**src/rtl/assert_macros.svh**
```systemverilog
`ifndef ASSERT_MACROS_SVH
`define ASSERT_MACROS_SVH

// Same-cycle implication, checked outside reset.
`define ASSERT_SAME(lbl, clk, rst_n, ante, cons, msg) \
    lbl: assert property (@(posedge clk) disable iff (!rst_n) (ante) |-> (cons)) \
        else $error(msg);

// Next-cycle implication, checked outside reset.
`define ASSERT_NEXT(lbl, clk, rst_n, ante, cons, msg) \
    lbl: assert property (@(posedge clk) disable iff (!rst_n) (ante) |=> (cons)) \
        else $error(msg);

`endif

```
**src/rtl/ctcg_pkg.sv**
```systemverilog
package ctcg_pkg;

    localparam int CoordW   = 8;
    localparam int ExtW     = 9;
    localparam int StrW     = 10;
    localparam int ElemW    = 27;
    localparam int NodeW    = 25;
    localparam int CntW     = 20;
    localparam int SlotW    = 5;
    localparam int NumTet   = 6;
    localparam int NumFace  = 6;
    localparam int CfgIdxW  = 2;
    localparam int InDataW  = 3 * CoordW;
    localparam int OutDataW = ((ElemW + 4 * NodeW + 7) / 8) * 8;

    // Configuration register indexes
    localparam logic [CfgIdxW-1:0] REG_CELLS_X = 2'd0;
    localparam logic [CfgIdxW-1:0] REG_CELLS_Y = 2'd1;
    localparam logic [CfgIdxW-1:0] REG_CELLS_Z = 2'd2;

    typedef enum logic [1:0] {
        ST_IDLE,
        ST_CALC,
        ST_EMIT
    } t_state;

    // Steps of the shared multiplier sequence
    typedef enum logic [2:0] {
        OP_HZ,
        OP_NODE,
        OP_ZH,
        OP_ROW,
        OP_ELEM,
        OP_PLANE,
        OP_DONE
    } t_op;

    typedef struct packed {
        logic [StrW-1:0]  a;
        logic [ElemW-1:0] b;
    } t_mul_req;

    typedef logic [2:0] t_corner;

    localparam t_corner TET_CORNER [NumTet][4] = '{
        '{3'd0, 3'd1, 3'd5, 3'd7},
        '{3'd0, 3'd1, 3'd3, 3'd7},
        '{3'd0, 3'd2, 3'd3, 3'd7},
        '{3'd0, 3'd2, 3'd6, 3'd7},
        '{3'd0, 3'd4, 3'd6, 3'd7},
        '{3'd0, 3'd4, 3'd5, 3'd7}
    };

    // Two triangles per face: x-low, x-high, y-low, y-high, z-low, z-high
    localparam t_corner FACE_TRI [NumFace][2][3] = '{
        '{'{3'd0, 3'd2, 3'd6}, '{3'd0, 3'd6, 3'd4}},
        '{'{3'd1, 3'd5, 3'd7}, '{3'd1, 3'd7, 3'd3}},
        '{'{3'd0, 3'd5, 3'd1}, '{3'd0, 3'd4, 3'd5}},
        '{'{3'd2, 3'd3, 3'd7}, '{3'd2, 3'd7, 3'd6}},
        '{'{3'd0, 3'd3, 3'd2}, '{3'd0, 3'd1, 3'd3}},
        '{'{3'd4, 3'd7, 3'd5}, '{3'd4, 3'd6, 3'd7}}
    };

    // Node index of a cube corner from the corner-0 node and the y and z strides
    function automatic logic [NodeW-1:0] corner_node(
        input logic [NodeW-1:0] base,
        input logic [NodeW-1:0] stride_y,
        input logic [NodeW-1:0] stride_z,
        input t_corner          c
    );
        logic [NodeW-1:0] add_y;
        logic [NodeW-1:0] add_z;
        add_y = c[1] ? stride_y : '0;
        add_z = c[2] ? stride_z : '0;
        return base + add_y + add_z + NodeW'(c[0]);
    endfunction

endpackage

```
**src/rtl/ctcg_mul.sv**
```systemverilog
module ctcg_mul (
    input  logic                     i_clk,
    input  ctcg_pkg::t_mul_req       i_req,
    output logic [ctcg_pkg::ElemW-1:0] o_prod
);
    import ctcg_pkg::*;

    localparam int FullW = StrW + ElemW;

    logic [FullW-1:0] s_full;
    logic [ElemW-1:0] r_prod;

    // Multiply, keep the low bits only (all users work modulo the field width)
    assign s_full = FullW'(i_req.a) * FullW'(i_req.b);

    always_ff @(posedge i_clk) begin
        r_prod <= s_full[ElemW-1:0];
    end

    assign o_prod = r_prod;

endmodule

```
**src/rtl/ctcg_seq.sv**
```systemverilog
`include "assert_macros.svh"

module ctcg_seq (
    input  logic                          i_clk,
    input  logic                          i_rst_n,
    input  logic [ctcg_pkg::ExtW-1:0]     i_ext_w,
    input  logic [ctcg_pkg::ExtW-1:0]     i_ext_h,
    input  logic [ctcg_pkg::ExtW-1:0]     i_ext_d,
    input  logic                          i_in_valid,
    output logic                          o_in_ready,
    input  logic [ctcg_pkg::InDataW-1:0]  i_in_data,
    input  logic                          i_in_first,
    output logic                          o_out_valid,
    input  logic                          i_out_ready,
    output logic [ctcg_pkg::OutDataW-1:0] o_out_data,
    output logic                          o_out_kind,
    output logic                          o_out_last,
    output ctcg_pkg::t_mul_req            o_mul_req,
    input  logic [ctcg_pkg::ElemW-1:0]    i_mul_prod
);
    import ctcg_pkg::*;

    t_state            r_state, n_state;
    t_op               r_op, n_op;
    logic [SlotW-1:0]  r_slot, n_slot;
    logic [CntW-1:0]   r_bcnt, n_bcnt;
    logic              r_out_valid, n_out_valid;

    logic [CoordW-1:0] r_x, r_y, r_z;
    logic [NumFace-1:0] r_touch;
    logic [NodeW-1:0]  r_node0;
    logic [NodeW-1:0]  r_plane;
    logic [ElemW-1:0]  r_elem;

    logic              r_out_kind;
    logic              r_out_last;
    logic [ElemW-1:0]  r_out_elem;
    logic [NodeW-1:0]  r_out_node [4];

    logic [CoordW-1:0] s_in_x, s_in_y, s_in_z;
    logic              s_accept;
    logic              s_inside;
    logic [StrW-1:0]   s_w1, s_h1;
    logic              s_is_tet;
    logic [SlotW-1:0]  s_fslot;
    logic [2:0]        s_face;
    logic              s_tri;
    logic [NumFace-1:0] s_later;
    logic              s_active;
    logic              s_last;
    logic              s_out_free;
    logic              s_out_load;
    t_corner           s_corner [4];
    logic [NodeW-1:0]  s_node [4];
    logic [ElemW-1:0]  s_elem;

    assign s_in_x = i_in_data[CoordW-1:0];
    assign s_in_y = i_in_data[2*CoordW-1:CoordW];
    assign s_in_z = i_in_data[3*CoordW-1:2*CoordW];

    assign o_in_ready = (r_state == ST_IDLE);
    assign s_accept   = i_in_valid && o_in_ready;
    assign s_inside   = ({1'b0, s_in_x} < i_ext_w) && ({1'b0, s_in_y} < i_ext_h) &&
                        ({1'b0, s_in_z} < i_ext_d);

    assign s_w1 = {1'b0, i_ext_w} + StrW'(1);
    assign s_h1 = {1'b0, i_ext_h} + StrW'(1);

    // Decode the current result slot: six tetrahedra, then two triangles per face
    always_comb begin
        s_is_tet = (r_slot < SlotW'(NumTet));
        s_fslot  = r_slot - SlotW'(NumTet);
        s_face   = s_is_tet ? 3'd0 : s_fslot[3:1];
        s_tri    = s_fslot[0];
        s_later  = r_touch >> (s_face + 3'd1);
        s_active = s_is_tet || r_touch[s_face];
        if (s_is_tet) begin
            s_last = (r_slot == SlotW'(NumTet - 1)) && (r_touch == '0);
        end else begin
            s_last = s_tri && (s_later == '0);
        end
        for (int k = 0; k < 4; k++) begin
            if (s_is_tet) begin
                s_corner[k] = TET_CORNER[r_slot[2:0]][k];
            end else if (k < 3) begin
                s_corner[k] = FACE_TRI[s_face][s_tri][k];
            end else begin
                s_corner[k] = '0;
            end
            s_node[k] = corner_node(r_node0, NodeW'(s_w1), r_plane, s_corner[k]);
        end
        if (!s_is_tet) begin
            s_node[3] = '0;
        end
        s_elem = s_is_tet ? (r_elem + ElemW'(r_slot)) : ElemW'(r_bcnt);
    end

    assign s_out_free = !r_out_valid || i_out_ready;

    // Drive the shared multiplier for each step of the sequence
    always_comb begin
        o_mul_req = '0;
        if (r_state == ST_CALC) begin
            case (r_op)
                OP_HZ: begin
                    o_mul_req.a = s_h1;
                    o_mul_req.b = ElemW'(r_z);
                end
                OP_NODE: begin
                    o_mul_req.a = s_w1;
                    o_mul_req.b = ElemW'(r_y) + i_mul_prod;
                end
                OP_ZH: begin
                    o_mul_req.a = StrW'(i_ext_h);
                    o_mul_req.b = ElemW'(r_z);
                end
                OP_ROW: begin
                    o_mul_req.a = StrW'(i_ext_w);
                    o_mul_req.b = ElemW'(r_y) + i_mul_prod;
                end
                OP_ELEM: begin
                    o_mul_req.a = StrW'(NumTet);
                    o_mul_req.b = ElemW'(r_x) + i_mul_prod;
                end
                OP_PLANE: begin
                    o_mul_req.a = s_w1;
                    o_mul_req.b = ElemW'(s_h1);
                end
                default: begin
                    o_mul_req = '0;
                end
            endcase
        end
    end

    // Next state and control
    always_comb begin
        n_state     = r_state;
        n_op        = r_op;
        n_slot      = r_slot;
        n_bcnt      = r_bcnt;
        n_out_valid = r_out_valid && !i_out_ready;
        s_out_load  = 1'b0;
        case (r_state)
            ST_IDLE: begin
                if (s_accept) begin
                    if (i_in_first) begin
                        n_bcnt = '0;
                    end
                    if (s_inside) begin
                        n_state = ST_CALC;
                        n_op    = OP_HZ;
                    end
                end
            end
            ST_CALC: begin
                if (r_op == OP_DONE) begin
                    n_state = ST_EMIT;
                    n_slot  = '0;
                end else begin
                    n_op = t_op'(r_op + 3'd1);
                end
            end
            ST_EMIT: begin
                if (!s_active) begin
                    n_slot = r_slot + SlotW'(1);
                end else if (s_out_free) begin
                    s_out_load  = 1'b1;
                    n_out_valid = 1'b1;
                    n_slot      = r_slot + SlotW'(1);
                    if (!s_is_tet) begin
                        n_bcnt = r_bcnt + CntW'(1);
                    end
                    if (s_last) begin
                        n_state = ST_IDLE;
                    end
                end
            end
            default: begin
                n_state = ST_IDLE;
            end
        endcase
    end

    // Control registers
    always_ff @(posedge i_clk) begin
        if (!i_rst_n) begin
            r_state     <= ST_IDLE;
            r_op        <= OP_HZ;
            r_slot      <= '0;
            r_bcnt      <= '0;
            r_out_valid <= 1'b0;
        end else begin
            r_state     <= n_state;
            r_op        <= n_op;
            r_slot      <= n_slot;
            r_bcnt      <= n_bcnt;
            r_out_valid <= n_out_valid;
        end
    end

    // Cell data, sequence results and the output register
    always_ff @(posedge i_clk) begin
        if (s_accept) begin
            r_x        <= s_in_x;
            r_y        <= s_in_y;
            r_z        <= s_in_z;
            r_touch[0] <= (s_in_x == '0);
            r_touch[1] <= ({1'b0, s_in_x} == i_ext_w - ExtW'(1));
            r_touch[2] <= (s_in_y == '0);
            r_touch[3] <= ({1'b0, s_in_y} == i_ext_h - ExtW'(1));
            r_touch[4] <= (s_in_z == '0);
            r_touch[5] <= ({1'b0, s_in_z} == i_ext_d - ExtW'(1));
        end
        if (r_state == ST_CALC) begin
            case (r_op)
                OP_ZH:    r_node0 <= NodeW'(i_mul_prod) + NodeW'(r_x);
                OP_PLANE: r_elem  <= i_mul_prod;
                OP_DONE:  r_plane <= NodeW'(i_mul_prod);
                default: begin
                end
            endcase
        end
        if (s_out_load) begin
            r_out_kind <= !s_is_tet;
            r_out_last <= s_last;
            r_out_elem <= s_elem;
            for (int k = 0; k < 4; k++) begin
                r_out_node[k] <= s_node[k];
            end
        end
    end

    assign o_out_valid = r_out_valid;
    assign o_out_kind  = r_out_kind;
    assign o_out_last  = r_out_last;
    assign o_out_data  = {{(OutDataW - ElemW - 4 * NodeW){1'b0}}, r_out_node[3],
                          r_out_node[2], r_out_node[1], r_out_node[0], r_out_elem};

    `ASSERT_NEXT(a_out_hold, i_clk, i_rst_n, r_out_valid && !i_out_ready, r_out_valid && $stable(o_out_data), "stalled result dropped or changed")
    `ASSERT_SAME(a_tri_no_fourth, i_clk, i_rst_n, r_out_valid && r_out_kind, r_out_node[3] == '0, "triangle carries a fourth node")
    `ASSERT_NEXT(a_first_clears, i_clk, i_rst_n, s_accept && i_in_first, r_bcnt == '0, "first cell did not clear the triangle counter")

endmodule

```
**src/rtl/cuboid_tetra_connectivity_gen_core.sv**
```systemverilog
// Each cell inside the grid is accepted, runs the shared-multiplier steps, then walks
// its result slots (6 tetrahedra plus 2 per face position up to the last touched face),
// one slot per cycle while the output is free; no new cell is taken until the last result
// of the current one is loaded. A cell outside the grid is accepted and produces nothing.
// Reset (synchronous, active low): extents return to 1, triangle counter to 0,
// sequencer idle and output empty.
module cuboid_tetra_connectivity_gen_core #(
    parameter int MAX_EXTENT = 256
) (
    input  logic                            i_clk,
    input  logic                            i_rst_n,
    input  logic                            i_cfg_wr_en,
    input  logic [ctcg_pkg::CfgIdxW-1:0]    i_cfg_index,
    input  logic [ctcg_pkg::ExtW-1:0]       i_cfg_wdata,
    input  logic                            s_axis_tvalid,
    output logic                            s_axis_tready,
    // cell_x [7:0], cell_y [15:8], cell_z [23:16]
    input  logic [ctcg_pkg::InDataW-1:0]    s_axis_tdata,
    // first_cell [0]
    input  logic [0:0]                      s_axis_tuser,
    output logic                            m_axis_tvalid,
    input  logic                            m_axis_tready,
    // element_number [26:0], node_a [51:27], node_b [76:52], node_c [101:77],
    // node_d [126:102], zero [127]
    output logic [ctcg_pkg::OutDataW-1:0]   m_axis_tdata,
    // kind [0]
    output logic [0:0]                      m_axis_tuser,
    output logic                            m_axis_tlast
);
    import ctcg_pkg::*;

    localparam int LimW = 11;
    localparam logic [LimW-1:0] ExtLimit = LimW'(MAX_EXTENT);

    logic [ExtW-1:0] r_cells_x, r_cells_y, r_cells_z;
    logic [ExtW-1:0] s_ext_w, s_ext_h, s_ext_d;
    t_mul_req        s_mul_req;
    logic [ElemW-1:0] s_mul_prod;

    // Take zero as one and cap at the largest supported extent
    function automatic logic [ExtW-1:0] clamp_ext(input logic [ExtW-1:0] v);
        logic [ExtW-1:0] res;
        if (v == '0) begin
            res = ExtW'(1);
        end else if (LimW'(v) > ExtLimit) begin
            res = ExtLimit[ExtW-1:0];
        end else begin
            res = v;
        end
        return res;
    endfunction

    // Extent registers
    always_ff @(posedge i_clk) begin
        if (!i_rst_n) begin
            r_cells_x <= ExtW'(1);
            r_cells_y <= ExtW'(1);
            r_cells_z <= ExtW'(1);
        end else if (i_cfg_wr_en) begin
            case (i_cfg_index)
                REG_CELLS_X: r_cells_x <= i_cfg_wdata;
                REG_CELLS_Y: r_cells_y <= i_cfg_wdata;
                REG_CELLS_Z: r_cells_z <= i_cfg_wdata;
                default: begin
                end
            endcase
        end
    end

    assign s_ext_w = clamp_ext(r_cells_x);
    assign s_ext_h = clamp_ext(r_cells_y);
    assign s_ext_d = clamp_ext(r_cells_z);

    ctcg_mul u_mul (
        .i_clk  (i_clk),
        .i_req  (s_mul_req),
        .o_prod (s_mul_prod)
    );

    ctcg_seq u_seq (
        .i_clk       (i_clk),
        .i_rst_n     (i_rst_n),
        .i_ext_w     (s_ext_w),
        .i_ext_h     (s_ext_h),
        .i_ext_d     (s_ext_d),
        .i_in_valid  (s_axis_tvalid),
        .o_in_ready  (s_axis_tready),
        .i_in_data   (s_axis_tdata),
        .i_in_first  (s_axis_tuser[0]),
        .o_out_valid (m_axis_tvalid),
        .i_out_ready (m_axis_tready),
        .o_out_data  (m_axis_tdata),
        .o_out_kind  (m_axis_tuser[0]),
        .o_out_last  (m_axis_tlast),
        .o_mul_req   (s_mul_req),
        .i_mul_prod  (s_mul_prod)
    );

endmodule

```
**config.mk**
```make
export PLATFORM = sky130hd
export DESIGN_NAME = cuboid_tetra_connectivity_gen_core
export DESIGN_NICKNAME = d
export VERILOG_FILES = /design/src/rtl/ctcg_pkg.sv /design/src/rtl/ctcg_mul.sv /design/src/rtl/ctcg_seq.sv /design/src/rtl/cuboid_tetra_connectivity_gen_core.sv
export VERILOG_INCLUDE_DIRS = /design/src /design/src/rtl
export SDC_FILE = /design/constraint.sdc
export NUM_CORES = 1
export LEC_CHECK = 0
export BUFFER_PORTS_ARGS = -buffer_cell sky130_fd_sc_hd__clkbuf_2
export CAP_MARGIN = 25
export CELL_PAD_IN_SITES_DETAIL_PLACEMENT = 1
export CELL_PAD_IN_SITES_GLOBAL_PLACEMENT = 1
export CORE_MARGIN = 1
export CORE_UTILIZATION = 53
export DETAILED_ROUTE_END_ITERATION = 12
export PLACE_DENSITY_LB_ADDON = 0.1
export SETUP_SLACK_MARGIN = 0.3
export SYNTH_ARGS = -nofsm -noshare
export SYNTH_HDL_FRONTEND = slang
export SYNTH_HIERARCHICAL = 1
export SYNTH_SLANG_ARGS = --single-unit
```
**constraint.sdc**
```tcl
create_clock -name i_clk -period 20.8 [get_ports i_clk]
set_input_delay 2.08 -clock i_clk [delete_from_list [all_inputs] [get_ports i_clk]]
set_output_delay 2.08 -clock i_clk [all_outputs]
set_load 0.01 [all_outputs]
```
==> metrics.cfg, run 1 <==
[grt]
grt.overflow.total = 0
grt_pass1_vias = 25037
grt_pass1_wl_mm = 137
grt_max_degree = 104
antenna_found_initial = 0
grt_usage = 0.314

[cts]
clk_latency_ns = 0.57
clock_path_buffers = 3
cts_resized = 0
clkSinkCount = 321
cts-root-buf = clkbuf_16
numCtsBuffers = 38
cts_htree_levels = 2
post_cts.repair.setup_buffers = 0
cts.clk_slew.worst_paths_ns = 0.06
cts_tree = done
hold_buffers = 0

[synth]
ys_types = 95
synth_compound_area_frac = 0.119
seq_area_frac_synth = 0.305
async_flop_share = 0
synth_seq_cells = 321
synth_fa_ha_area_frac = 0.257
syn_avg_cell_area_sq_um = 9.61
ys.warnings.count = 6
synth_top_family_by_area = adder cells
synth_nets = 3504
synth_xor_area_frac = 0.0719
syn_inst = 2994
yosys.area_share.simple = 0.184
synth_edf_count = 236
synth-main-ff-cell = edfxtp_1
netlist_area_sq_um = 28800
synth_mux_area_frac = 0.0129

[floorplanning]
ios = 173
core_sq_um = 53700
rows = 85
start_util = 0.536
die_w_microns = 235
die_h_microns = 235
dieArea_sq_um = 55200

[final_layout]
final_cell_mix = 297 x nand2_1, 264 x ha_1, 250 x inv_1, 236 x edfxtp_1, 225 x nor2_1
syn_to_final_growth_pct = 10.3
layout.nets = 3636
final_common_cell = nand2_1
design_area_sq_um = 31700
fillers = 6078
n_antenna_cell = 0
drive_gt1_frac = 0.104

[worst_setup_path]
reg2reg_slack_ns = 12.16
critPathMaxStageDelay_ns = 0.58
crit_type = reg2reg
cp.required_ns = 21.22
cp_slowest_cell = or4_4
crit_family = adder cells
crit_top_cell = fa_1
critPathArrivalTime_ns = 9.06
path_buf_inv = 4
cp_max_fo = 19
crit_path_end_kind = flip-flop
cp-start-kind = flip-flop

[drt]
wl_per_cell_microns = 22.5
ant_nets = 0
post-route-drc-count = 0
dr.pass1.iters = 5
drtIter0Drc = 1311
vias = 22942
drt-total-wl_mm = 86.6
vias_per_cell = 5.96

[power_and_ir_drop]
internal-power_mw = 1.14
combPwrFrac = 0.054
power_density_nw_per_um2 = 46.6
leakagePower_nw = 14.0
switchingPower_uw = 339
finalPower_mw = 1.48
pwr-share-clk = 0.478
ir_drop_mv = 0.0452
swShare = 0.229
share_seq_of_total_power = 0.467

[min_path]
hp-class = reg2reg

[sta]
slew-limit-headroom = 0.281
slew_violations = 0
finalCriticalPeriod_ns = 8.64
rsz0062_at_grt = no
setup_viol = 0
fin_crit_sh = 0.415
finalSetupTns_ns = 0
final.setup_skew_ns = 0.0215
hold_viol_final = 0
max_freq_mhz = 116
worst_slew_pin_slew_ns = 1.08

[placed_design]
place_hpwl_mm = 67.6
postPlaceCellArea_sq_um = 30400
io_buffers = 171
gp_congestion = 0.909

[job]
cap_violations = 0

[outcome]
status = finished clean

-- power groups by stage --
stage	clock (mW)	combinational, mW	sequential, mW
final	0.707	0.0804	0.691
after global placement	0	0.0748	0.705
after detailed placement	0	0.0786	0.705
after floorplan	0	0.0527	0.702
after CTS	0.719	0.0796	0.691
after global routing	0.737	0.0879	0.691
-- per-layer routing --
metal  global-route usage  wire length (microns)  up-vias
li1                     -                      -    10561
met1                0.398                  37300    11702
met2                0.562                  43700      533
met3               0.0331                   3320      146
met4               0.0957                   2360        0
met5                    0                      0        -
-- final timing paths --
| check | end | start | cells past startpoint |
|---|---|---|---|
| worst max-delay path | u_mul/o_prod[26]$_DFF_P_ | r_cells_x[8]$_SDFFE_PN0P_ | 27 |
| worst min-delay path | r_cells_y[2]$_SDFFE_PN0P_ | r_cells_y[2]$_SDFFE_PN0P_ | 2 |
| worst max register to register | u_mul/o_prod[26]$_DFF_P_ | r_cells_x[8]$_SDFFE_PN0P_ | 27 |
| worst min register to register | r_cells_y[2]$_SDFFE_PN0P_ | r_cells_y[2]$_SDFFE_PN0P_ | 2 |
-- metrics by stage --
stage	hold slack, ns	cells	worst slack (ns)	util
2_1_floorplan	0.420	2994	13.38	-
4_1_cts	0.480	3847	11.83	0.590
3_3_place_gp	0.454	3772	12.22	0.563
5_1_grt	0.500	3850	11.72	0.591
6_report	0.476	3850	12.16	0.591
3_5_place_dp	0.469	3779	11.87	0.565
-- tightest hold or removal path, delay by kind of cell (launching register included) --
kind             cells  cell delay (ns)
DFF                  1             0.32
muxes                1             0.05
and+or+nand+nor      1             0.06
-- synthesized netlist by cell type (all sizes together) (85+ instances only) --
master | n | share of area
edfxtp | 236 | 0.25
and2 | 175 | 0.038
xor2 | 88 | 0.027
ha | 264 | 0.11
nand2 | 300 | 0.039
o21ai | 105 | 0.019
a21oi | 154 | 0.027
dfxtp | 85 | 0.059
fa | 205 | 0.14
inv | 251 | 0.033
xnor2 | 144 | 0.044
nor2 | 229 | 0.030
-- cell families (layout without fill, tap and decap cells) --
family | after synthesis | count (layout)
AND/OR/NAND/NOR | 1058 | 1058
multiplexers | 36 | 36
adder cells (fa/ha/maj) | 469 | 469
buffers and inverters | 359 | 519
flip-flops | 321 | 321
other | 1 | 1
AO/OA/AOI/OAI | 517 | 517
XOR/XNOR | 233 | 233
-- flip-flops by register name, indices dropped and copies added, names as in the netlist, 6 cells and up --
signal            cells
u_seq/r_plane        25
r_cells_y             9
u_seq/r_y             8
u_seq/r_out_elem     27
u_seq/r_out_node    100
u_seq/r_bcnt         20
u_seq/r_touch         6
u_seq/r_z             8
u_mul/o_prod         27
u_seq/r_x             8
r_cells_x             9
u_seq/r_elem         27
r_cells_z             9
u_seq/r_node0        25
-- area by class of cell --
| class | instances | area [sq um] | area share |
|---|---|---|---|
| clock buffer | 54 | 1150 | 0.0361 |
| clock inverter | 14 | 165 | 0.00521 |
| inverter | 251 | 943 | 0.0297 |
| multi-input combinational | 2314 | 18600 | 0.588 |
| sequential | 321 | 8790 | 0.277 |
| tap | 696 | 871 | 0.0274 |
| timing repair buffer | 200 | 1170 | 0.0368 |
(Power assumes the default switching activity.)
==> run 2, diff against run 1 <==
--- a/config.mk
+++ b/config.mk
@@ -11,7 +11,7 @@
 export CELL_PAD_IN_SITES_DETAIL_PLACEMENT = 1
 export CELL_PAD_IN_SITES_GLOBAL_PLACEMENT = 1
 export CORE_MARGIN = 1
-export CORE_UTILIZATION = 53
+export CORE_UTILIZATION = 45
 export DETAILED_ROUTE_END_ITERATION = 12
 export PLACE_DENSITY_LB_ADDON = 0.1
 export SETUP_SLACK_MARGIN = 0.3
==> constraint.sdc (replaced) <==
create_clock -name i_clk -period 7.2 [get_ports i_clk]
set_input_delay 0.72 -clock i_clk [delete_from_list [all_inputs] [get_ports i_clk]]
set_output_delay 0.72 -clock i_clk [all_outputs]
set_load 0.01 [all_outputs]
==> metrics.cfg, run 2 (synthesized netlist as in run 1, its figures left out) <==
[outcome]
status = complete, but fails checks  ; was finished clean
violations = negative setup slack

[cts]
clkSinkCount = 321  ; unchanged
clk_latency_ns = 0.55  ; was 0.57 ns
clock_path_buffers = 3  ; unchanged
numCtsBuffers = 36  ; was 38
hold_buffers = 0  ; unchanged
cts-root-buf = clkbuf_16  ; unchanged
cts_tree = done  ; unchanged
cts_htree_levels = 2  ; unchanged
cts.clk_slew.worst_paths_ns = 0.06  ; about the same

[min_path]
hp-class = in2reg  ; was reg2reg
hold_path_depth = 1  ; was 2

[drt]
post-route-drc-count = 0  ; unchanged
drtIter0Drc = 1161  ; was 1,311
vias = 23090  ; was 22,942
drt-total-wl_mm = 87.2  ; was 86.6 mm
wl_per_cell_microns = 20.9  ; was 22.5 microns
ant_nets = 0  ; unchanged
dr.pass1.iters = 5  ; unchanged
vias_per_cell = 5.54  ; was 5.96

[floorplanning]
die_w_microns = 255  ; was 235 microns
dieArea_sq_um = 65000  ; was 55,200 sq um
start_util = 0.456  ; was 0.536
rows = 92  ; was 85
core_sq_um = 63100  ; was 53,700 sq um
ios = 173  ; unchanged
die_h_microns = 255  ; was 235 microns

[final_layout]
syn_to_final_growth_pct = 17.8  ; was 10.3%
n_antenna_cell = 0  ; unchanged
layout.nets = 3808  ; was 3,636
final_cell_mix = 295 x nand2_1, 249 x ha_1, 239 x inv_1, 236 x edfxtp_1, 215 x nor2_1  ; was 297 x nand2_1, 264 x ha_1, 250 x inv_1, 236 x edfxtp_1, 225 x nor2_1
seq_area_sq_um = 8790  ; about the same
final_common_cell = nand2_1  ; unchanged
drive_gt1_frac = 0.182  ; was 0.104
multiInputGateArea_sq_um = 19300  ; was 18,600 sq um
largest_register = u_seq/r_out_node  ; unchanged
largest_reg_flops = 100  ; unchanged
fillers = 7144  ; was 6,078

[worst_setup_path]
cp.required_ns = 7.64  ; was 21.22 ns
cp-start-kind = flip-flop  ; unchanged
worst_setup_path_startpoint = r_cells_x[1]$_SDFFE_PN0P_  ; was r_cells_x[8]$_SDFFE_PN0P_
rr_startpoint = r_cells_x[1]$_SDFFE_PN0P_  ; was r_cells_x[8]$_SDFFE_PN0P_
reg2reg_depth = 27  ; unchanged
cp-endpoint = u_mul/o_prod[25]$_DFF_P_  ; was u_mul/o_prod[26]$_DFF_P_
reg2reg_to = u_mul/o_prod[25]$_DFF_P_  ; was u_mul/o_prod[26]$_DFF_P_
reg2reg_slack_ns = -0.21  ; was 12.16 ns
critPathMaxStageDelay_ns = 0.58  ; about the same
crit_type = reg2reg  ; unchanged
cp_slowest_cell = fa_1  ; was or4_4
crit_path_end_kind = flip-flop  ; unchanged
cp_max_fo = 8  ; was 19
critPathArrivalTime_ns = 7.85  ; was 9.06 ns

[grt]
grt.overflow.total = 0  ; unchanged
grt_max_degree = 130  ; was 104
antenna_found_initial = 0  ; unchanged
grt_pass1_wl_mm = 137  ; about the same
grt_usage = 0.270  ; was 0.314
grt_pass1_vias = 25119  ; was 25,037

[sta]
slew_violations = 0  ; unchanged
hold_viol_final = 0  ; unchanged
max_freq_mhz = 135  ; was 116 MHz
worst_slew_pin_slew_ns = 1.13  ; was 1.08 ns
final.setup_skew_ns = 0.0337  ; was 0.0215 ns
finalCriticalPeriod_ns = 7.41  ; was 8.64 ns
fin_hold_ws_ns = 0.393  ; was 0.476 ns
setup_viol = 8  ; was 0
rsz0062_at_grt = yes  ; was no
fin_crit_sh = 1.03  ; was 0.415
slew-limit-headroom = 0.227  ; was 0.281
fin_ws_ns = -0.212  ; was 12.16 ns

[placed_design]
place_hpwl_mm = 70.0  ; was 67.6 mm
gp_congestion = 0.904  ; was 0.909
io_buffers = 171  ; unchanged

[power_and_ir_drop]
finalPower_mw = 4.19  ; was 1.48 mW
ir_drop_mv = 0.130  ; was 0.0452 mV
power_density_nw_per_um2 = 124  ; was 46.6 nW/um^2
leakagePower_nw = 15.0  ; was 14.0 nW

[job]
cap_violations = 0  ; unchanged

## run 2: worst max-delay path: cells and delay by family (launching register included)
family                     cells  cell delay, ns
adders and majority gates      7            3.06
and+or+nand+nor                6            1.59
buffers and inverters          6            0.61
DFF                            1            0.32
xor gates and xnor gates       1            0.14
AOI/OAI and AO/OA              7            1.58
## run 2: per-stage QoR
| step | utilization | cell area [sq um] | TNS [ns] | setup slack (ns) | cells |
|---|---|---|---|---|---|
| 5_1_grt | 0.537 | 33900 | -4.29 | -0.544 | 4170 |
| 6_report | 0.537 | 33900 | -1.15 | -0.212 | 4170 |
| 2_1_floorplan | - | 29000 | 0 | 0.252 | 2994 |
| 3_3_place_gp | 0.506 | 31900 | -0.245 | -0.113 | 4078 |
| 4_1_cts | 0.532 | 33600 | -1.22 | -0.253 | 4155 |
| 3_5_place_dp | 0.506 | 31900 | -2.51 | -0.390 | 4079 |
## run 2: cell type report
class,count,area share
inverter,251,0.0278
sequential,321,0.260
multi-input combinational,2314,0.568
clock inverter,21,0.00657
tap,846,0.0312
timing repair buffer,374,0.0767
clock buffer,43,0.0298
## run 2: power breakdown
| group | leakage, nW | switching [mW] | internal [mW] |
|---|---|---|---|
| Sequential | 2.95 | 0.0110 | 1.98 |
| Combinational | 11.5 | 0.158 | 0.0998 |
| Clock | 0.603 | 0.785 | 1.15 |
## run 2: routing by layer
layer  global-route usage  share of wire
met1                0.342           0.44
met3               0.0239          0.032
met5                    0              0
met2                0.493           0.51
met4               0.0635          0.021
## run 2: timing repair
item	4_1_cts	5_1_grt
endpoints found under the setup margin	18	23
gates resized for setup	65	56
buffers inserted	10	15
hold endpoints to repair	0	0
pin swaps	65	39
gates cloned	2	0
## run 2: worst min path at each step
| stage | startpoint | slack (ns) | endpoint |
|---|---|---|---|
| CTS | s_axis_tdata[16] | 0.36 | u_seq/r_z[0]$_DFFE_PP_ |
| detailed placement | r_cells_y[2]$_SDFFE_PN0P_ | 0.47 | r_cells_y[2]$_SDFFE_PN0P_ |
| global placement | r_cells_y[4]$_SDFFE_PN0P_ | 0.45 | r_cells_y[4]$_SDFFE_PN0P_ |
| floorplan | u_mul/o_prod[11]$_DFF_P_ | 0.42 | u_seq/r_elem[11]$_DFFE_PP_ |
| global route | s_axis_tdata[16] | 0.38 | u_seq/r_z[0]$_DFFE_PP_ |
| finish | s_axis_tdata[16] | 0.39 | u_seq/r_z[0]$_DFFE_PP_ |
